[src/rtl/core/rafc_ram.sv]
// rafc_ram: generic single-write, single-read RAM with registered read data.
// No dependencies.
module rafc_ram #(
  parameter int WIDTH = 8,
  parameter int DEPTH = 16
) (
  input  logic                     clk,
  input  logic                     we,
  input  logic [$clog2(DEPTH)-1:0] waddr,
  input  logic [WIDTH-1:0]         wdata,
  input  logic [$clog2(DEPTH)-1:0] raddr,
  output logic [WIDTH-1:0]         rdata
);

  logic [WIDTH-1:0] mem [DEPTH];

  always_ff @(posedge clk) begin
    if (we) begin
      mem[waddr] <= wdata;
    end
    rdata <= mem[raddr];
  end

endmodule

[config.mk]
export PLATFORM = sky130hd
export DESIGN_NAME = rafc_ram
export DESIGN_NICKNAME = d
export VERILOG_FILES = /design/src/rtl/core/rafc_ram.sv
export SDC_FILE = /design/constraint.sdc
export NUM_CORES = 1
export LEC_CHECK = 0
export BUFFER_PORTS_ARGS = -buffer_cell sky130_fd_sc_hd__buf_2
export CORE_ASPECT_RATIO = 0.75
export CORE_MARGIN = 2
export CORE_UTILIZATION = 60
export CTS_CLUSTER_SIZE = 12
export DETAILED_ROUTE_END_ITERATION = 10
export PLACE_DENSITY = 0.78
export SETUP_SLACK_MARGIN = 0.2
export SYNTH_ARGS = -nofsm -noshare
export SYNTH_HDL_FRONTEND = slang
export SYNTH_SLANG_ARGS = --single-unit
export TNS_END_PERCENT = 10
[constraint.sdc]
create_clock -name clk -period 2.4 [get_ports clk]
set_input_delay 0.48 -clock clk [delete_from_list [all_inputs] [get_ports clk]]
set_output_delay 0.48 -clock clk [all_outputs]
set_load 0.005 [all_outputs]
Word-level counts from Yosys, hierarchy flattened --
Memory sizes are Yosys's and may differ from the RTL's. A register that Yosys moved wholly into a read port is not among the register bits. Index checks and enable logic that the tools add are counted.
Word-level totals: register bits after elaboration 0, RAM bits 128, output and inout port bits 8, logic and storage cells 3, memories 1
Operators by class: mux-type cells 2
Memories:
- mem | words 16, width 8, rd ports 1, clocked after Yosys merged registers in 1, write ports 1, RTL line 15 | logic [WIDTH-1:0] mem [DEPTH];
Operators by type and width (count):
- 2-to-1 mux 1 bit | 2

Depth between registers and ports, before layout --
word-level depth 2, depth in mapped cells 5

Least setup slack after synthesis --
Ideal clock, no wire load.
kind in2reg, start point in waddr[2], end point mem mem[0][0] (enable), library setup time 0.383 ns, arrival time 1.590 ns, slack 0.427 ns, cell stages on the path 2, buffers on the path 0, path through or3b_2 nor3_1
RTL lines:
- start, declared | RTL line 9 | input logic [$clog2(DEPTH)-1:0] waddr,
- end, declared | RTL line 15
No word-level cell before the write port.

==> flow_summary_export.csv <==
group,metric,value,unit
detailed_routing,drt_wl_total,9.78,mm
global_routing,grt_usage,23.5,%
clock_network,cts_max_path_buffers,2,
clock_network,cts_tree,"done",
final_layout,mostFrequentLayoutCells,"sky130_fd_sc_hd__edfxtp_1, sky130_fd_sc_hd__buf_2, sky130_fd_sc_hd__mux4_2, sky130_fd_sc_hd__buf_4, sky130_fd_sc_hd__clkbuf_16",
sta,timing.final.crit_period,1.52,ns
clock_network,post-cts-setup-buffers,0,
global_routing,via_count_of_the_first_global_routing_pass,2625,
place,numPortBuffers,25,
min_path,hold_path_class,"input pin to flip-flop",
pwr,power_per_cell_area,904,mW/mm2
sta,slew_headroom,63.2,%
detailed_routing,drcViolationCount,0,
synth,syn-mean-instance-area,22.5,um2
synth,synth.top_cells.by_area,"sky130_fd_sc_hd__edfxtp_1, sky130_fd_sc_hd__mux4_2, sky130_fd_sc_hd__mux4_1, sky130_fd_sc_hd__dfxtp_1, sky130_fd_sc_hd__a22oi_1",
critical_path,required,2.67,ns
detailed_routing,viasPerCell,6.02,
synth,yosysUniqueCellTypes,19,
critical_path,critical_path.max_stage_delay,0.54,ns
clock_network,cts_max_level,4,
synth,post_synthesis_cell_type_with_the_largest_combined_area,"sky130_fd_sc_hd__edfxtp_1",
global_routing,grt_first_pass_wirelength,15.4,mm
final_layout,postLayoutCellArea,0.00610,mm2
sta,hold_viol_final,0,
floorplan,die_width,111,um
floorplan,floorplan.io_pins,26,
critical_path,reg2reg_slack,1.03,ns
critical_path,timing.critical_path.to_type,"flip-flop",
place,placed_cells_incl_taps,372,
pwr,power.ir.vdd_worst,0.641,mV
critical_path,crit_path_top_delay_cell,"sky130_fd_sc_hd__mux4_2",
detailed_routing,dr.pass1.iters,4,
pwr,power.leakage,2.09,nW
critical_path,worstPathCellList,"buf_2 > buf_12 > mux4_2 > a22oi_1 > nand2_1",
floorplan,coreArea,0.00838,mm2
global_routing,grt_antenna_before_repair,0,
detailed_routing,detail_route.wl_per_cell,24.2,um
synth,ys_seq_elements,136,
critical_path,worstPathMaxFanout,32,
sta,worst_slew_pin_tran,0.548,ns
sta,fraction_of_the_cycle_the_final_worst_path_needs,63.4,%
sta,fin_tns_setup,0,ns
detailed_routing,dr_total_vias,2433,
clock_network,cts_hold_repair.buffers,0,
floorplan,floorplan.die.height,84.2,um
clock_network,clkSlewWorstSetupHoldPaths,0.06,ns
clock_network,worst_skew_pair_latency,0.40,ns
sta,rsz0062_at_grt,"false",
sta,layout_setup_ws,0.879,ns
synth,synth_sequential_area_ratio,77.8,%
clock_network,cts.root.buffer_cell,"sky130_fd_sc_hd__clkbuf_16",
clock_network,numClockSinks,136,
clock_network,cts_inserted_buffers,17,
final_layout,drive_gt1_share,32.1,%
global_routing,globalRouteMet3Util,4.98,%
place,place.gp.congestion,0.844,
global_routing,overflow,0,
final_layout,final-instance-count-excl-fill,404,
clock_network,post_cts.resized_instances,0,
synth,synthesis.yosys.warnings,0,
job,drv.max_cap_violation_count,0,
sta,fmaxAchievable,658,MHz
place,hpwl_reported_at_the_end_of_detailed_placement,6.07,mm
status,outcome,"completed",
sta,clock-skew-final,0.00603,ns
sta,setup_viol,0,
global_routing,gr-usage-met1,35.2,%
synth,synthesis.area,0.00515,mm2
synth,synth_largest_type_area_fraction,74.7,%
critical_path,path_class,"input pin to flip-flop",
critical_path,worstPathBufferInverterCount,2,
floorplan,floorplan.initialDensity,61.4,%
final_layout,finish.net_count,301,
floorplan,row_count,29,
global_routing,grt_util_met2,34.8,%
sta,finalHoldWorstSlack,0.451,ns
synth,gate_count_after_technology_mapping,229,
critical_path,worst_setup_path_start_kind,"input pin",
critical_path,timing.critical_path.arrival,1.79,ns
critical_path,cpLargestDelayFamily,"multiplexers",
global_routing,busiest_layer,"met1",
detailed_routing,dr.first_iter.drc_count,212,
final_layout,layout.cells.most_common,"sky130_fd_sc_hd__edfxtp_1",
detailed_routing,antenna_left,0,
final_layout,area_growth_syn_to_layout,18.5,%
synth,syn_nets,247,
place,dp_worst_setup_slack,0.471,ns
global_routing,grt_max_degree,33,
floorplan,die_area,0.00934,mm2
sta,finalMaxSlewViolations,0,
place,postPlaceCellArea,0.00550,mm2
final_layout,antenna-diode-count,0,
==> synthesized netlist by cell type <==
library cell                      count
sky130_fd_sc_hd__nand2_1              9
sky130_fd_sc_hd__buf_6                3
sky130_fd_sc_hd__and2_1               1
sky130_fd_sc_hd__dfxtp_1              8
sky130_fd_sc_hd__and2b_1              1
sky130_fd_sc_hd__nand2b_1             2
sky130_fd_sc_hd__nor3_1               4
sky130_fd_sc_hd__clkdlybuf4s25_2      3
sky130_fd_sc_hd__nor2b_1              1
sky130_fd_sc_hd__mux4_1              14
sky130_fd_sc_hd__nand3_1              1
sky130_fd_sc_hd__nand3b_1             2
sky130_fd_sc_hd__edfxtp_1           128
sky130_fd_sc_hd__buf_2                3
sky130_fd_sc_hd__mux4_2              18
sky130_fd_sc_hd__or3b_2               1
sky130_fd_sc_hd__nor2_1              13
sky130_fd_sc_hd__a22oi_1             16
sky130_fd_sc_hd__buf_4                1
==> metrics by stage <==
stage / total power [mW] / utilization, %
after floorplan: 2.85 / -
after global placement: 2.96 / 65.6
after detailed placement: 2.97 / 65.6
after CTS: 5.55 / 72.8
after global routing: 5.69 / 72.8
final: 5.52 / 72.8
==> final cells by class <==
| class | count | area, um2 |
|---|---|---|
| clock buffer | 18 | 429 |
| clock inverter | 14 | 174 |
| fill | 486 | 2280 |
| multi-input combinational | 83 | 1060 |
| sequential | 136 | 4000 |
| tap | 108 | 135 |
| timing repair buffer | 45 | 300 |
==> state kept, by name (all words and copies together) (netlist names) <==
name and count:
rdata 8, mem 128
==> final timing paths <==
path                   start         end  cells past startpoint
setup / recovery    raddr[0]    rdata[4]                      5
hold / removal      wdata[0]  mem[10][0]                      1
setup reg to reg   mem[3][4]    rdata[4]                      3
hold reg to reg   mem[12][6]    rdata[6]                      3
==> worst register-to-register path: stages (launching register included) <==
cell,delay (ns)
sky130_fd_sc_hd__edfxtp_1,0.36
sky130_fd_sc_hd__mux4_2,0.47
sky130_fd_sc_hd__a22oi_1,0.27
sky130_fd_sc_hd__nand2_1,0.13
==> where the power goes <==
group          switching (mW)  leakage, nW  total (mW)  internal, mW
clock                   0.959        0.283        2.60          1.64
combinational           0.135        0.586       0.243         0.108
sequential             0.0167         1.22        2.67          2.66
==> cell families (layout without fill, tap and decap cells) <==
| group | count (synthesis) | count (layout) | share of synthesized area (%) |
|---|---|---|---|
| flops | 136 | 136 | 77.8 |
| buf+inv | 10 | 77 | 1.68 |
| compound gates | 16 | 16 | 2.33 |
| mux | 32 | 32 | 15.0 |
| simple gates | 35 | 35 | 3.18 |
==> per-layer routing <==
metal | part of all wire [%] | vias to the layer above
met4 | 0.88 | 0
li1 | - | 1087
met1 | 43 | 1238
met3 | 8.6 | 8
met2 | 47 | 100
met5 | 0 | -
(Power assumes the default switching activity.)
