### config.mk
export PLATFORM = sky130hd
export DESIGN_NAME = rafc_front
export DESIGN_NICKNAME = d
export VERILOG_FILES = /design/src/rtl/core/rafc_pkg.sv /design/src/rtl/core/rafc_front.sv
export SDC_FILE = /design/constraint.sdc
export NUM_CORES = 1
export LEC_CHECK = 0
export BUFFER_PORTS_ARGS = -buffer_cell sky130_fd_sc_hd__buf_4
export CORE_MARGIN = 10
export CORE_UTILIZATION = 50
export CTS_BUF_LIST = sky130_fd_sc_hd__clkbuf_4 sky130_fd_sc_hd__clkbuf_8
export DETAILED_ROUTE_END_ITERATION = 10
export PLACE_DENSITY = 0.81
export REMOVE_ABC_BUFFERS = 1
export SKIP_LAST_GASP = 1
export SYNTH_ARGS = -nofsm -noshare
export SYNTH_HDL_FRONTEND = slang
export SYNTH_SLANG_ARGS = --single-unit
export TNS_END_PERCENT = 10
### constraint.sdc
create_clock -name clk -period 5.8 [get_ports clk]
set_input_delay 1.16 -clock clk [delete_from_list [all_inputs] [get_ports clk]]
set_output_delay 1.16 -clock clk [all_outputs]
set_load 0.01 [all_outputs]
### src/rtl/core/rafc_pkg.sv
// rafc_pkg: shared types, codes and constants for the region area fill classifier.
// Used by every module under rtl/core except rafc_ram. It depends on nothing.
package rafc_pkg;

  localparam int COORD_W = 10;
  localparam int AREA_W  = 21;
  localparam int PIX_W   = 8;
  localparam int LAB_W   = 8;
  localparam int RATIO_W = 24;
  localparam int WH_W    = 2 * COORD_W;
  localparam int PROD_W  = RATIO_W + WH_W;
  localparam int FRAC_W  = 16;

  localparam int DEF_MAX_LABELS = 256;
  localparam int DEF_IMG_DIM    = 1024;

  localparam logic [AREA_W-1:0]  MIN_AREA_RST  = 21'd1000;
  localparam logic [RATIO_W-1:0] MIN_RATIO_RST = 24'd32768;
  localparam logic [AREA_W-1:0]  AREA_MAX      = {AREA_W{1'b1}};

  localparam logic [PIX_W-1:0] OUT_SMALL = 8'd80;
  localparam logic [PIX_W-1:0] OUT_THIN  = 8'd160;

  localparam logic [1:0] MODE_CLEAR    = 2'd0;
  localparam logic [1:0] MODE_ACCUM    = 2'd1;
  localparam logic [1:0] MODE_CLASSIFY = 2'd2;

  localparam logic [1:0] VERDICT_KEEP  = 2'd0;
  localparam logic [1:0] VERDICT_THIN  = 2'd1;
  localparam logic [1:0] VERDICT_SMALL = 2'd2;

  localparam logic REG_MIN_AREA  = 1'b0;
  localparam logic REG_MIN_RATIO = 1'b1;

  typedef struct packed {
    logic [1:0]         mode;
    logic [COORD_W-1:0] pos_x;
    logic [COORD_W-1:0] pos_y;
    logic [LAB_W-1:0]   region;
    logic [PIX_W-1:0]   pixel_in;
  } in_item_t;

  typedef struct packed {
    logic [PIX_W-1:0] pixel_out;
    logic [1:0]       verdict;
  } out_item_t;

  typedef enum logic [1:0] {
    OP_CLEAR,
    OP_ACCUM,
    OP_CLASS,
    OP_PASS
  } op_t;

  typedef struct packed {
    op_t                op;
    logic [LAB_W-1:0]   region;
    logic [COORD_W-1:0] x;
    logic [COORD_W-1:0] y;
    logic [PIX_W-1:0]   pix;
  } job_t;

  typedef struct packed {
    logic [AREA_W-1:0]  area;
    logic [COORD_W-1:0] xmin;
    logic [COORD_W-1:0] xmax;
    logic [COORD_W-1:0] ymin;
    logic [COORD_W-1:0] ymax;
  } stats_t;

  localparam int STATS_W = $bits(stats_t);

  typedef enum logic [1:0] {
    ST_IDLE,
    ST_READ,
    ST_MUL,
    ST_CMP
  } state_t;

  typedef struct packed {
    logic job_pop;
    logic ram_we;
    logic load_cls;
    logic load_prod;
    logic out_load;
  } back_ctl_t;

endpackage

### src/rtl/core/rafc_front.sv
// rafc_front: accepts input items, sorts them into jobs and holds a two-entry job queue.
// Depends on rafc_pkg.
module rafc_front #(
  parameter int MAX_LABELS = rafc_pkg::DEF_MAX_LABELS
) (
  input  logic              clk,
  input  logic              rst,
  input  logic              push,
  output logic              full,
  input  rafc_pkg::in_item_t in_item,
  output logic              job_valid,
  output rafc_pkg::job_t    job,
  input  logic              job_pop
);

  rafc_pkg::job_t q [2];
  logic           rd_ptr;
  logic           wr_ptr;
  logic [1:0]     cnt;
  logic [1:0]     cnt_next;

  logic           lab_ok;
  logic           keep;
  logic           wr_en;
  rafc_pkg::job_t j;

  assign lab_ok = 32'(in_item.region) < MAX_LABELS;

  always_comb begin
    j.region = in_item.region;
    j.x      = in_item.pos_x;
    j.y      = in_item.pos_y;
    j.pix    = in_item.pixel_in;
    j.op     = rafc_pkg::OP_PASS;
    keep     = 1'b0;
    case (in_item.mode)
      rafc_pkg::MODE_CLEAR: begin
        j.op = rafc_pkg::OP_CLEAR;
        keep = lab_ok;
      end
      rafc_pkg::MODE_ACCUM: begin
        j.op = rafc_pkg::OP_ACCUM;
        keep = lab_ok && (in_item.region != '0);
      end
      rafc_pkg::MODE_CLASSIFY: begin
        // background and out-of-range labels keep the original value
        j.op = (lab_ok && (in_item.region != '0)) ? rafc_pkg::OP_CLASS : rafc_pkg::OP_PASS;
        keep = 1'b1;
      end
      default: begin
        keep = 1'b0;
      end
    endcase
  end

  assign full      = (cnt == 2'd2);
  assign wr_en     = push && !full && keep;
  assign job_valid = (cnt != 2'd0);
  assign job       = q[rd_ptr];

  always_comb begin
    cnt_next = cnt;
    if (wr_en && !job_pop) begin
      cnt_next = cnt + 2'd1;
    end else if (!wr_en && job_pop) begin
      cnt_next = cnt - 2'd1;
    end
  end

  always_ff @(posedge clk) begin
    if (rst) begin
      rd_ptr <= 1'b0;
      wr_ptr <= 1'b0;
      cnt    <= 2'd0;
    end else begin
      cnt <= cnt_next;
      if (wr_en) begin
        wr_ptr <= ~wr_ptr;
      end
      if (job_pop) begin
        rd_ptr <= ~rd_ptr;
      end
    end
  end

  always_ff @(posedge clk) begin
    if (wr_en) begin
      q[wr_ptr] <= j;
    end
  end

endmodule

# ---- Yosys cells after proc, flatten, opt, wreduce, memory -nomap -nowiden
# Memory sizes are Yosys's and may differ from the RTL's. A register that Yosys moved wholly into a read port is not among the register bits.
# Cells that the tools add are included.
dict set report op_classes {
  bitwise 2
  n_eq_ne 3
  n_addsub 2
  muxes 9
  reduce_logical 12
}
# operator n
set ops {}
lappend ops {{$reduce_bool A8 Y1} 1}
lappend ops {{$pmux W2 S3} 1}
lappend ops {{$mux W1} 5}
lappend ops {{$eq A2 B2 Y1 const B} 2}
lappend ops {{$logic_and A1 B1 Y1} 4}
lappend ops {{$mux W2} 2}
lappend ops {{$reduce_bool A2 Y1} 2}
lappend ops {{$logic_not A1 Y1} 3}
lappend ops {{$add A2 B1 Y2 const B} 1}
lappend ops {{$eq A2 B1 Y1 const B} 1}
lappend ops {{$logic_not A2 Y1} 1}
lappend ops {{$not A1 Y1} 2}
lappend ops {{$pmux W1 S2} 1}
lappend ops {{$reduce_or A2 Y1} 1}
lappend ops {{$sub A2 B1 Y2 const B} 1}
dict set report totals {
  memories 1
  register_bits 4
  output_inout_bits 40
  ramBits 76
}
# name depth word_bits rd rd_clocked_by_memory_dff wr line
set memory_table {}
lappend memory_table {q 2 38 1 1 1 rafc_front.sv:16} ;# rafc_pkg::job_t q [2];

# ---- Depth between registers and ports, before layout
dict set report depth {
  depth_word 8
  depth_mapped 8
  mapped_depth_nobuf 8
}

# ---- Least setup slack after synthesis
# No wires, ideal clock.
dict set report synth_path {
  path_kind {input to register}
  start {input in_item[11] (netlist bit)}
  end {memory q[1][0] (netlist bit) (enable)}
  cell_stages 4
  n_path_buf 0
  required_ps 5311
  setup_time_ps 489
  t_arrival_ps 4446
  path_slack_ps 865
  cell_sequence {nor4_2 > a21oi_1 > and2b_2 > nor3b_1}
}
dict set report synth_between {
  elab_chain_cells 5
}
# element line
set synth_rtl {}
lappend synth_rtl {{from (decl)} rafc_front.sv:10} ;# input rafc_pkg::in_item_t in_item,
lappend synth_rtl {{$reduce_bool A8 Y1} rafc_front.sv:43} ;# keep = lab_ok && (in_item.region != '0);
lappend synth_rtl {{$pmux W1 S2} rafc_front.sv:36} ;# case (in_item.mode)
lappend synth_rtl {{$logic_and A1 B1 Y1} rafc_front.sv:57} ;# assign wr_en = push && !full && keep;
lappend synth_rtl {{$mux W1} rafc_front.sv:87} ;# if (wr_en) begin
lappend synth_rtl {{$mux W1 (not written as such)} rafc_front.sv:88} ;# q[wr_ptr] <= j;
lappend synth_rtl {{to (decl)} rafc_front.sv:16}
# Every way passes these cells.

# ---- Worst setup path after layout
dict set report layout_path {
  start {input in_item[11] (netlist bit)}
  end {memory q[0][21] (netlist bit) (enable)}
}
# The elaborated chain is that of the path after synthesis.

==> key figures <==
Run status
  • Run status: complete, no violations

Synth
  • Number of standard cells after synthesis: 155
  • Library cells used by synthesis: 25
  • Post-synth top cells: 76 x edfxtp_1, 38 x mux2_2, 6 x nor2_1
  • Synth area leaders: edfxtp_1 75%, mux2_2 14%, dfxtp_1 3.3%
  • Mean Syn Cell Area: 19.58 µm²
  • Adder-cell share of the synthesized area: 0.4124%
  • Mapped cell area: 3034 µm²
  • EDFF count, synth: 76
  • Yosys Warn Count: 0
  • Simple-gate share of the synthesized area: 3.711%
  • Most common cell in the synthesized netlist: edfxtp_1
  • Yosys reg bits: 81
  • Ys async rst share: 0%
  • Main combinational cell family by area after synthesis: multiplexers
  • Compound-Gate Fraction of Synth Area: 1.031%
  • Register area share after synthesis: 78.52%
  • Main synth FF type: edfxtp_1
  • Post-synth top area share: 75.22%
  • Multiplexer area fraction after synthesis: 14.43%
  • Synth area leader: edfxtp_1
  • Synth Area in XOR/XNOR: 0.8660%

Timing
  • Final Hold Viols: 0
  • Setup tns final: 0 ps
  • Final Skew: 5.761 ps
  • Minimum clock period: 3147 ps
  • Max frequency: 0.3178 GHz
  • Final period util: 54.25%
  • Final setup vio count: 0
  • Final WS setup: 2653 ps
  • Slew HR: 21.20%
  • Fin. max-slew vios: 0
  • RSZ-0062 raised after global routing: false
  • Worst slew pin tran: 1176 ps

Setup path
  • CP Launch Type: primary input
  • Cell family with most CP delay: simple AND/OR/NAND/NOR gates
  • Crit-path cells: buf_4 -> nor4_2 -> a21oi_1 -> and2b_2 -> nor3_2 -> buf_4
  • CP max stage delay: 890 ps
  • Data arrival, critical path: 3160 ps
  • Critical path peak fanout: 24
  • Crit end category: register
  • Bufs and invs on worst path: 2
  • CP most frequent cell: buf_4
  • CP Data Required Time: 5810 ps
  • CP max-delay cell: nor3_2
  • CP Class: in -> reg

Power
  • Power Total: 1.396 mW
  • Maximum vdd ir drop: 194.1 µV
  • Flop pwr share: 52.1%
  • Power Dens Cells: 351.8 nW/µm²
  • Internal power: 1.091 mW
  • Psw: 0.3054 mW
  • Switching Share: 21.87%
  • Clock Power Share: 32.5%
  • Leak: 1.495 nW
  • Comb power frac: 15.4%

Global route
  • Congestion Overflow GR: 0
  • Largest net degree at the start of global routing: 39
  • Vias in the first global route: 1,803
  • Initial antenna violation count: 0
  • GRT Util Overall: 12.47%
  • First-pass GRT wire length: 9390 µm

Clock network
  • Hold buffer count at CTS: 0
  • TritonCTS clock tree: done
  • # Post-CTS Setup Buffers: 0
  • Clk sinks: 81
  • CTS root buffer: clkbuf_8
  • H-tree levels: 3
  • Clock Pin Slew Worst Setup and Hold Paths: 70 ps
  • # resized after CTS: 0
  • TritonCTS Buffers: 9
  • Clk buf depth: 2
  • Clk_lat worst skew: 340 ps

Placement
  • Pre-CTS setup slack: 2252 ps
  • Post-DP HPWL: 4280 µm
  • IO buf count: 81
  • RePlAce Congestion: 0.7558

Layout
  • Ant diodes: 0
  • Final nets: 287
  • Fillers: 420
  • Fraction of layout cells with a size suffix above 1: 57.83%
  • Final core utilization: 67.03%
  • Area Overhead vs Synth: 30.80%

Die
  • DIE HEIGHT: 97.90 µm
  • Row count: 28
  • Initial Util: 51.25%
  • Area of the core: 5921 µm²
  • Die width: 97.90 µm
  • Die area: 9584 µm²
  • I/O pins: 82

Worst hold path
  • Hold Crit Class: reg -> reg

Detailed routing
  • DR WL/cell: 18.47 µm
  • Drt pass-1 iters: 4
  • Total Routed Length: 5983 µm
  • Post-DRT Antenna Nets: 0
  • Remaining DRCs: 0
  • Drt via density: 5.000
  • Initial DRC count: 61
  • Vias: 1,620

Flow run
  • Max Cap Viol: 0
sequential cells by signal, indices dropped and copies added (netlist names), named ones only:
signal and cells:
q 76, rd_ptr 1, wr_ptr 1, cnt 2
power groups by stage:
stage               registers (mW)  clock network [mW]  logic [mW]
floorplan                    0.736                   0       0.106
global placement             0.738                   0       0.216
detailed placement           0.741                   0       0.219
CTS                          0.729               0.464       0.221
global route                 0.733               0.493       0.235
finish                       0.728               0.454       0.215
metal layers:
| layer | vias to the layer above | wire length [µm] | track usage (%) |
|---|---|---|---|
| li1 | 777 | - | - |
| met1 | 766 | 2650 | 15.58 |
| met2 | 68 | 2861 | 18.98 |
| met3 | 9 | 378 | 4.228 |
| met4 | 0 | 93 | 6.040 |
| met5 | - | 0 | 0 |
per-stage QoR:
step	std cells	hold slack (ps)	cell area, µm²
floorplan	150	460.8	3010
global placement	308	487.0	3739
detailed placement	308	489.7	3739
CTS	324	508.7	3969
global route	324	562.7	3969
finish	324	504.4	3969
layout by cell type (no fill, tap or decap), drive strengths merged:
cell	netlist	layout
buf	4	83
edfxtp	76	76
mux2	38	38
clkbuf	1	13
nor2	6	6
dfxtp	5	5
nand2	2	2
nor4	2	2
a21oi	2	2
inv	2	2
xor2	2	2
or3	2	2
bufinv	0	2
nand2b	1	1
and2b	1	1
a31o	1	1
nor3b	1	1
or2	1	1
nor3	1	1
xnor2	1	1
and2	1	1
mux2i	1	1
nand3	1	1
o211ai	1	1
o21ai	1	1
ha	1	1
clkinv	0	1
cell type report:
class / instances / area [µm²] / area share, %
well taps: 75 / 93.84 / 2.364
inverters: 2 / 7.507 / 0.1892
flip-flops and latches: 81 / 2384 / 60.06
multi-input cells: 67 / 630.6 / 15.89
repair buffers: 83 / 623.1 / 15.70
clock inverters: 3 / 63.81 / 1.608
clock buffers: 13 / 166.4 / 4.193
worst register-to-register path: stages, from the launching register on:
cell	delay, ps
dfxtp_1	390
nand2b_1	180
nand2_1	130
nor3_2	950
buf_4	460
cell families (layout without fill, tap and decap cells):
logic type / Yosys count / count (layout)
and+or+nand+nor: 19 / 19
DFF: 81 / 81
xor gates and xnor gates: 3 / 3
AOI/OAI and AO/OA: 5 / 5
buffers and inverters: 7 / 101
adders and majority gates: 1 / 1
muxes: 39 / 39
worst paths after layout:
kind,cells after the start,end,startpoint,slack [ps]
worst min register to register,2,cnt[1],cnt[1],500
worst max register to register,4,q[0][21],cnt[0],3350
worst max-delay path,6,q[0][21],in_item[11],2650
worst min-delay path,2,cnt[1],cnt[1],500
(Power assumes the default switching activity.)
