`src/rtl/core/rafc_pkg.sv`:
```
// rafc_pkg: shared types, codes and constants for the region area fill classifier.
// Used by every module under rtl/core except rafc_ram. It depends on nothing.
package rafc_pkg;

  localparam int COORD_W = 10;
  localparam int AREA_W  = 21;
  localparam int PIX_W   = 8;
  localparam int LAB_W   = 8;
  localparam int RATIO_W = 24;
  localparam int WH_W    = 2 * COORD_W;
  localparam int PROD_W  = RATIO_W + WH_W;
  localparam int FRAC_W  = 16;

  localparam int DEF_MAX_LABELS = 256;
  localparam int DEF_IMG_DIM    = 1024;

  localparam logic [AREA_W-1:0]  MIN_AREA_RST  = 21'd1000;
  localparam logic [RATIO_W-1:0] MIN_RATIO_RST = 24'd32768;
  localparam logic [AREA_W-1:0]  AREA_MAX      = {AREA_W{1'b1}};

  localparam logic [PIX_W-1:0] OUT_SMALL = 8'd80;
  localparam logic [PIX_W-1:0] OUT_THIN  = 8'd160;

  localparam logic [1:0] MODE_CLEAR    = 2'd0;
  localparam logic [1:0] MODE_ACCUM    = 2'd1;
  localparam logic [1:0] MODE_CLASSIFY = 2'd2;

  localparam logic [1:0] VERDICT_KEEP  = 2'd0;
  localparam logic [1:0] VERDICT_THIN  = 2'd1;
  localparam logic [1:0] VERDICT_SMALL = 2'd2;

  localparam logic REG_MIN_AREA  = 1'b0;
  localparam logic REG_MIN_RATIO = 1'b1;

  typedef struct packed {
    logic [1:0]         mode;
    logic [COORD_W-1:0] pos_x;
    logic [COORD_W-1:0] pos_y;
    logic [LAB_W-1:0]   region;
    logic [PIX_W-1:0]   pixel_in;
  } in_item_t;

  typedef struct packed {
    logic [PIX_W-1:0] pixel_out;
    logic [1:0]       verdict;
  } out_item_t;

  typedef enum logic [1:0] {
    OP_CLEAR,
    OP_ACCUM,
    OP_CLASS,
    OP_PASS
  } op_t;

  typedef struct packed {
    op_t                op;
    logic [LAB_W-1:0]   region;
    logic [COORD_W-1:0] x;
    logic [COORD_W-1:0] y;
    logic [PIX_W-1:0]   pix;
  } job_t;

  typedef struct packed {
    logic [AREA_W-1:0]  area;
    logic [COORD_W-1:0] xmin;
    logic [COORD_W-1:0] xmax;
    logic [COORD_W-1:0] ymin;
    logic [COORD_W-1:0] ymax;
  } stats_t;

  localparam int STATS_W = $bits(stats_t);

  typedef enum logic [1:0] {
    ST_IDLE,
    ST_READ,
    ST_MUL,
    ST_CMP
  } state_t;

  typedef struct packed {
    logic job_pop;
    logic ram_we;
    logic load_cls;
    logic load_prod;
    logic out_load;
  } back_ctl_t;

endpackage

```
`src/rtl/core/rafc_back.sv`:
```
// rafc_back: executes jobs against the label statistics RAM and produces results.
// Depends on rafc_pkg; drives an external rafc_ram instance.
module rafc_back #(
  parameter int                            DEPTH      = rafc_pkg::DEF_MAX_LABELS,
  parameter logic [rafc_pkg::COORD_W-1:0] COORD_INIT = '1
) (
  input  logic                          clk,
  input  logic                          rst,
  input  logic                          job_valid,
  input  rafc_pkg::job_t                job,
  output logic                          job_pop,
  input  logic [rafc_pkg::AREA_W-1:0]   min_area,
  input  logic [rafc_pkg::RATIO_W-1:0]  min_ratio,
  output logic                          empty,
  input  logic                          pop,
  output rafc_pkg::out_item_t           out_item,
  output logic                          ram_we,
  output logic [$clog2(DEPTH)-1:0]      ram_waddr,
  output logic [rafc_pkg::STATS_W-1:0]  ram_wdata,
  output logic [$clog2(DEPTH)-1:0]      ram_raddr,
  input  logic [rafc_pkg::STATS_W-1:0]  ram_rdata
);

  localparam int AW = $clog2(DEPTH);

  rafc_pkg::state_t  state;
  rafc_pkg::state_t  state_next;
  rafc_pkg::back_ctl_t ctl;

  rafc_pkg::job_t    cur;
  logic [DEPTH-1:0]  vld;
  logic              vld_q;
  logic              out_valid;
  rafc_pkg::out_item_t out_r;

  logic [rafc_pkg::AREA_W-1:0] area_q;
  logic [rafc_pkg::WH_W-1:0]   wh_q;
  logic [rafc_pkg::PROD_W-1:0] prod_q;

  rafc_pkg::stats_t ent;
  rafc_pkg::stats_t upd;
  logic [rafc_pkg::COORD_W-1:0] w;
  logic [rafc_pkg::COORD_W-1:0] h;
  logic [AW-1:0] job_addr;
  logic [AW-1:0] cur_addr;
  logic start;
  logic is_small;
  logic thin;

  assign job_addr  = job.region[AW-1:0];
  assign cur_addr  = cur.region[AW-1:0];
  assign start     = job_valid && !out_valid;
  assign ram_raddr = job_addr;
  assign ram_waddr = cur_addr;

  // never-written or cleared entries read as the reset statistics
  always_comb begin
    if (vld_q) begin
      ent = rafc_pkg::stats_t'(ram_rdata);
    end else begin
      ent.area = '0;
      ent.xmin = COORD_INIT;
      ent.xmax = '0;
      ent.ymin = COORD_INIT;
      ent.ymax = '0;
    end
  end

  always_comb begin
    upd      = ent;
    upd.area = (ent.area < rafc_pkg::AREA_MAX) ? ent.area + rafc_pkg::AREA_W'(1) : ent.area;
    if (cur.x < ent.xmin) upd.xmin = cur.x;
    if (cur.x > ent.xmax) upd.xmax = cur.x;
    if (cur.y < ent.ymin) upd.ymin = cur.y;
    if (cur.y > ent.ymax) upd.ymax = cur.y;
  end
  assign ram_wdata = upd;

  always_comb begin
    w = ent.xmax - ent.xmin;
    h = ent.ymax - ent.ymin;
    if (w == '0) w = rafc_pkg::COORD_W'(1);
    if (h == '0) h = rafc_pkg::COORD_W'(1);
  end

  assign is_small = area_q <= min_area;
  assign thin  = rafc_pkg::PROD_W'({area_q, {rafc_pkg::FRAC_W{1'b0}}}) <= prod_q;

  always_comb begin
    state_next = state;
    case (state)
      rafc_pkg::ST_IDLE: begin
        if (start && (job.op == rafc_pkg::OP_ACCUM || job.op == rafc_pkg::OP_CLASS)) begin
          state_next = rafc_pkg::ST_READ;
        end
      end
      rafc_pkg::ST_READ: begin
        state_next = (cur.op == rafc_pkg::OP_CLASS) ? rafc_pkg::ST_MUL : rafc_pkg::ST_IDLE;
      end
      rafc_pkg::ST_MUL: state_next = rafc_pkg::ST_CMP;
      rafc_pkg::ST_CMP: state_next = rafc_pkg::ST_IDLE;
      default: state_next = rafc_pkg::ST_IDLE;
    endcase
  end

  always_comb begin
    ctl = '0;
    case (state)
      rafc_pkg::ST_IDLE: begin
        ctl.job_pop  = start;
        ctl.out_load = start && (job.op == rafc_pkg::OP_PASS);
      end
      rafc_pkg::ST_READ: begin
        ctl.ram_we   = (cur.op == rafc_pkg::OP_ACCUM);
        ctl.load_cls = (cur.op == rafc_pkg::OP_CLASS);
      end
      rafc_pkg::ST_MUL: ctl.load_prod = 1'b1;
      rafc_pkg::ST_CMP: ctl.out_load  = 1'b1;
      default: ctl = '0;
    endcase
  end

  assign job_pop  = ctl.job_pop;
  assign ram_we   = ctl.ram_we;
  assign empty    = !out_valid;
  assign out_item = out_r;

  always_ff @(posedge clk) begin
    if (rst) begin
      state     <= rafc_pkg::ST_IDLE;
      vld       <= '0;
      out_valid <= 1'b0;
    end else begin
      state <= state_next;
      if (ctl.job_pop && job.op == rafc_pkg::OP_CLEAR) begin
        vld[job_addr] <= 1'b0;
      end
      if (ctl.ram_we) begin
        vld[cur_addr] <= 1'b1;
      end
      if (ctl.out_load) begin
        out_valid <= 1'b1;
      end else if (pop && out_valid) begin
        out_valid <= 1'b0;
      end
    end
  end

  always_ff @(posedge clk) begin
    if (ctl.job_pop) begin
      cur   <= job;
      vld_q <= vld[job_addr];
    end
    if (ctl.load_cls) begin
      area_q <= ent.area;
      wh_q   <= rafc_pkg::WH_W'(w) * rafc_pkg::WH_W'(h);
    end
    if (ctl.load_prod) begin
      prod_q <= rafc_pkg::PROD_W'(min_ratio) * rafc_pkg::PROD_W'(wh_q);
    end
    if (ctl.out_load) begin
      if (state == rafc_pkg::ST_IDLE) begin
        out_r.pixel_out <= job.pix;
        out_r.verdict   <= rafc_pkg::VERDICT_KEEP;
      end else if (is_small) begin
        out_r.pixel_out <= rafc_pkg::OUT_SMALL;
        out_r.verdict   <= rafc_pkg::VERDICT_SMALL;
      end else if (thin) begin
        out_r.pixel_out <= rafc_pkg::OUT_THIN;
        out_r.verdict   <= rafc_pkg::VERDICT_THIN;
      end else begin
        out_r.pixel_out <= cur.pix;
        out_r.verdict   <= rafc_pkg::VERDICT_KEEP;
      end
    end
  end

endmodule

```
`config.mk`:
```
export PLATFORM = sky130hd
export DESIGN_NAME = rafc_back
export DESIGN_NICKNAME = d
export VERILOG_FILES = /design/src/rtl/core/rafc_pkg.sv /design/src/rtl/core/rafc_back.sv
export SDC_FILE = /design/constraint.sdc
export NUM_CORES = 2
export LEC_CHECK = 0
export ABC_AREA = 1
export BUFFER_PORTS_ARGS = -buffer_cell sky130_fd_sc_hd__buf_2
export CAP_MARGIN = 0
export CORE_ASPECT_RATIO = 1.5
export CORE_MARGIN = 5
export CORE_UTILIZATION = 40
export CTS_CLUSTER_SIZE = 20
export DETAILED_ROUTE_END_ITERATION = 8
export GPL_TIMING_DRIVEN = 0
export PLACE_DENSITY = 0.66
export RECOVER_POWER = 50
export SYNTH_ARGS = -nofsm -noshare
export SYNTH_HDL_FRONTEND = slang
export SYNTH_SLANG_ARGS = --single-unit
```
`constraint.sdc`:
```
create_clock -name clk -period 8.9 [get_ports clk]
set_clock_uncertainty 0.05 [all_clocks]
set_input_delay 0.445 -clock clk [delete_from_list [all_inputs] [get_ports clk]]
set_output_delay 0.445 -clock clk [all_outputs]
set_load 0.02 [all_outputs]
```
## Word level (Yosys, flattened, before mapping)

Cells that the tools add are included.

- Output and inout port bits: 90
- Input port bits: 148
- Word-level logic and storage cells: 87
- Register bits: 393

- $add $sub $neg: 3
- Muxes and demuxes: 29
- Eq/ne operators: 9
- Magnitude comparators: 11
- Reduce and logical (&&, ||, !) cells: 15
- Bitwise operators: 3
- Multiply operators: 2

Operators by type and width:

| operator | count |
|---|---|
| 256-bit two-way mux | 3 |
| 256-bit bitwise AND | 1 |
| 256-bit NOT | 1 |
| 256-bit bitwise OR | 1 |
| 10-bit two-way mux | 9 |
| 61-bit two-way mux | 1 |
| 37-bit by 44-bit less-or-equal comparator with 1-bit output | 1 |
| 24-bit by 20-bit multiplier with 44-bit output | 1 |
| 21-bit by 1-bit adder with 21-bit output (second input constant) | 1 |
| 21-bit less-or-equal comparator | 1 |
| 21-bit less-than comparator (second input constant) | 1 |
| 21-bit two-way mux | 1 |
| 10-bit > comparator | 2 |
| 10-bit zero test | 2 |
| 10-bit less-than comparator | 2 |
| 10-bit by 10-bit multiplier with 20-bit output | 1 |
| 10-bit subtractor | 2 |
| 8-bit by 9-bit less-than comparator with 1-bit output (second input constant) | 2 |
| 1-bit demux with 8-bit select | 2 |
| 8-bit by 1-bit greater-or-equal comparator with 1-bit output (second input constant) | 2 |
| 2-bit equality test (second input constant) | 5 |
| 1-bit binary-select mux with 8-bit select | 1 |
| 2-bit one-hot mux with 4 select lines | 1 |
| 1-bit logical AND | 7 |
| other kinds (10) | 21 |

## Depth between registers and ports, before layout

- Word-level depth: 10
- Gate-level depth with buffers: 36
- Depth with buffers taken out: 34

## Least setup slack after synthesis

No wires, ideal clock.

- Kind: register to register
- From: register vld_q
- To: register wh_q[16] in the netlist's numbering, data pin
- Cell stages (with the launch flop): 33
- Setup time: 0.262 ns
- Buffers on the path: 4
- Required time: 8.588 ns
- Path slack: 2.222 ns
- Arrival time: 6.366 ns
- Period minus slack after synthesis: 6.678 ns
- Path through: edfxtp_1 > buf_6 > buf_6 > buf_4 > clkbuf_1 > nand2_1 > ha_1 > inv_1 > ha_1 > inv_1 > nand2_1 > nor2_1 > nand3_1 > nor2_1 > nand2_1 > nor2_4 > nand2_4 > nand2_4 > nand2_1 > fa_1 > fa_1 > inv_1 > fa_1 > fa_1 > inv_1 > fa_1 > inv_1 > ha_1 > nand2_1 > o21ai_0 > a21oi_1 > o21bai_1 > xor2_1

- Longest elaborated chain between the ends: 5
- Elaborated cells on any way between the ends: 8
- Classes of those cells: add/sub (2); mul (1); mux (3); reduce/logical (2)

RTL lines:

| item | RTL line | text |
|---|---|---|
| start, declared | rafc_back.sv:32 | `logic vld_q;` |
| start signal, assigned | rafc_back.sv:152 | `vld_q <= vld[job_addr];` |
| 61-bit two-way mux * | rafc_back.sv:58 | `if (vld_q) begin` |
| 10-bit subtractor (on tied branches) | rafc_back.sv:80, rafc_back.sv:81 |  |
| 10-bit zero test (on tied branches) | rafc_back.sv:82, rafc_back.sv:83 |  |
| 10-bit two-way mux (on tied branches) | rafc_back.sv:82, rafc_back.sv:83 |  |
| 10-bit by 10-bit multiplier with 20-bit output * | rafc_back.sv:156 | `wh_q <= rafc_pkg::WH_W'(w) * rafc_pkg::WH_W'(h);` |
| end signal, assigned | rafc_back.sv:156 |  |
| end, declared | rafc_back.sv:37 | `logic [rafc_pkg::WH_W-1:0] wh_q;` |

Every way passes the cells marked *; elsewhere a longest branch is shown, timed or not.
A chain may end at the register's enable or synchronous reset.

## Final worst setup path

Ends and elaborated chain as after synthesis.

==> impl_metrics.csv <==
group,metric,value,unit
final_layout,drive_above_1_share,6.98,%
floorplanning,io_pins,238,
timing,finalWorstSetupSlack,0.968,ns
synthesis,synth_top_area_share,22.6,%
place,post-place-ws,0.924,ns
cts,worstSkewPairLatency,0.63,ns
synthesis,synthArstFlopShare,0,%
timing,setup_viol,0,
worst_setup_path,rr_worst_depth,32,
worst_setup_path,crit_slowest_cell,"fa_1",
worst_setup_path,worst-endpoint-arrival,8.21,ns
drt,routedWlPerCell,20.7,um
grt,grt_max_degree,40,
cts,numCtsBuffers,42,
synthesis,yosysWarnings,0,
synthesis,yosysMostFrequentCell,"nand2_1",
place,hpwl,114000,um
final_layout,fin_nets,6451,
synthesis,synth.avg_cell_area,7.65,um2
synthesis,syn_nets,6162,
worst_setup_path,timing.rr.end,"wh_q[16]",
grt,grt.total_usage,26.4,%
timing,drv_slew,107,
worst_setup_path,crit_fanout,10,
drt,drc,0,
grt,antenna_found_initial,5,
synthesis,synth_edf_count,134,
synthesis,synthTopCellsByCount,"nand2_1, inv_1, fa_1",
timing,holdWs,0.133,ns
grt,grt_pass1_vias,38500,
grt,grt_pass1_wl,218000,um
worst_setup_path,r2r_slack,0.97,ns
timing,period_share,89.1,%
worst_setup_path,critPathLaunchType,"flop",
timing,slew_headroom,-49.2,%
timing,post-route-min-period,7.93,ns
timing,setup_tns,0,ns
drt,initialDrtViolationCount,3156,
run_status,outcome,"complete, but fails checks",
place,port_buffers,212,
floorplanning,die_width,269,um
timing,hold_viol,0,
worst_setup_path,r2r-start,"vld_q",
floorplanning,dieArea,107000,um2
min_path,hold_path_class,"in2reg",
drt,dr.pass1.iters,6,
cts,cts_root_buf,"clkbuf_16",
synthesis,ys_ff_latch,393,
synthesis,synthFlopType,"dfxtp_1",
floorplanning,die-height,399,um
run_status,violations,"capacitance limit, slew limit",
grt,grt.overflow.total,0,
floorplanning,start_util,40.3,%
floorplanning,core,100000,um2
min_path,worstHoldPathCells,1,
timing,tightest_slew,2.24,ns
cts,cts.sinks,393,
floorplanning,rows,142,
drt,avgViaCountPerCell,5.43,
worst_setup_path,required,9.17,ns
min_path,hold_end,"ram_waddr[0]",
timing,rsz0062_at_grt,"false",
min_path,min_from,"job[28]",
cts,path_clk_slew,0.06,ns
synthesis,synth_top_area_cell,"fa_1",
synthesis,syn-instance-count,5262,
cts,htree_levels,2,
place,gp_congestion,0.993,
final_layout,area_growth,10.6,%
cts,clockBufferDepth,3,
worst_setup_path,end_kind,"flop",
timing,max_freq,0.126,GHz
synthesis,synth.area.top_cells,"fa_1, nand2_1, dfxtp_1, edfxtp_1, ha_1",
final_layout,fillers,10200,
worst_setup_path,critPathKind,"reg2reg",
worst_setup_path,critPathMaxStageDelay,0.55,ns
synthesis,ys_seq_area_share,22.9,%
drt,routed_wl,143000,um
synthesis,syn_area,40300,um2
synthesis,synth_cell_types,56,
job,max_cap_violations,4,
drt,antenna_left,0,
cts,cts_tree,"built",
drt,via_count,37400,
## per-layer routing
| metal | part of all wire (%) | track usage (%) |
|---|---|---|
| met5 | 0.018 | 0 |
| met4 | 7.5 | 16.0 |
| met3 | 7.4 | 4.02 |
| met2 | 48 | 45.1 |
| met1 | 37 | 31.0 |
## worst max-delay path by stage
stage               start        to  slack (ns)
global route        vld_q  wh_q[16]        0.45
finish              vld_q  wh_q[16]        0.97
detailed placement  vld_q  wh_q[16]        0.92
floorplan           vld_q  wh_q[16]        2.22
CTS                 vld_q  wh_q[16]        0.89
global placement    vld_q  wh_q[16]        0.95
## sequential cells by signal, indices dropped and copies added (netlist names), named ones only
register,count
area_q,21
cur,30
out_item,10
out_valid,1
prod_q,44
ram_waddr,8
state,1
vld,256
vld_q,1
wh_q,20
## metrics by stage
step                instances  util [%]  area (um2)
CTS                      6881      44.7       44700
floorplan                5262         -       40300
finish                   6882      44.5       44500
detailed placement       6773      43.0       43000
global placement         6770      42.9       42900
global route             6881      44.5       44500
## cell families after synthesis
group | after synthesis | synth area share (%)
AO/OA/AOI/OAI | 854 | 11.3
XOR/XNOR | 69 | 1.50
adder cells (fa/ha/maj) | 754 | 31.9
buffers and inverters | 1149 | 11.1
flip-flops | 393 | 22.9
AND/OR/NAND/NOR | 2043 | 21.3
## cells in the final DEF (no fill, tap or decap), types with 10 or more instances in the layout
cell	n
nand2_1	1461
inv_1	886
fa_1	454
a21oi_1	386
o21ai_0	360
ha_1	298
dfxtp_1	259
nor2_1	253
clkbuf_1	252
buf_2	212
edfxtp_1	134
nand3_1	117
nand4_1	79
xor2_1	49
a22oi_1	48
clkbuf_16	45
dlygate4sd3_1	30
nand2_2	29
nor3_1	25
xnor2_1	20
nor3_2	15
clkbuf_4	14
nand2_4	12
nor4_1	11
o21a_1	10
## what timing repair did
| action | in CTS | in global routing |
|---|---|---|
| hold buffers | 30 | 0 |
| resized for setup | 0 | 0 |
| buffers inserted | 0 | 0 |
| setup endpoints to repair | 0 | 0 |
| hold endpoints to repair | 30 | 0 |
## cell type report
| type | instances | area (um2) | area share (%) |
|---|---|---|---|
| clock inverter | 10 | 128 | 0.286 |
| tap | 1296 | 1620 | 3.64 |
| antenna | 1 | 2.50 | 0.00562 |
| timing repair buffer | 245 | 1330 | 2.99 |
| clock buffer | 68 | 1260 | 2.84 |
| buffer | 255 | 1110 | 2.48 |
| inverter | 894 | 3360 | 7.53 |
| sequential | 393 | 9210 | 20.7 |
| multi-input combinational | 3720 | 26500 | 59.6 |
## worst max-delay path: cells and delay by family, from the launching register on
kind	cells	cell delay, ns
and+or+nand+nor	11	1.08
AOI/OAI and AO/OA	3	0.91
adders and majority gates	8	3.54
DFF	1	0.35
buffers and inverters	9	1.62
xor gates and xnor gates	1	0.08
Power is left out: the tool's default activity adds up to more than one toggle a clock period on the data nets, which glitch-free logic cannot reach.
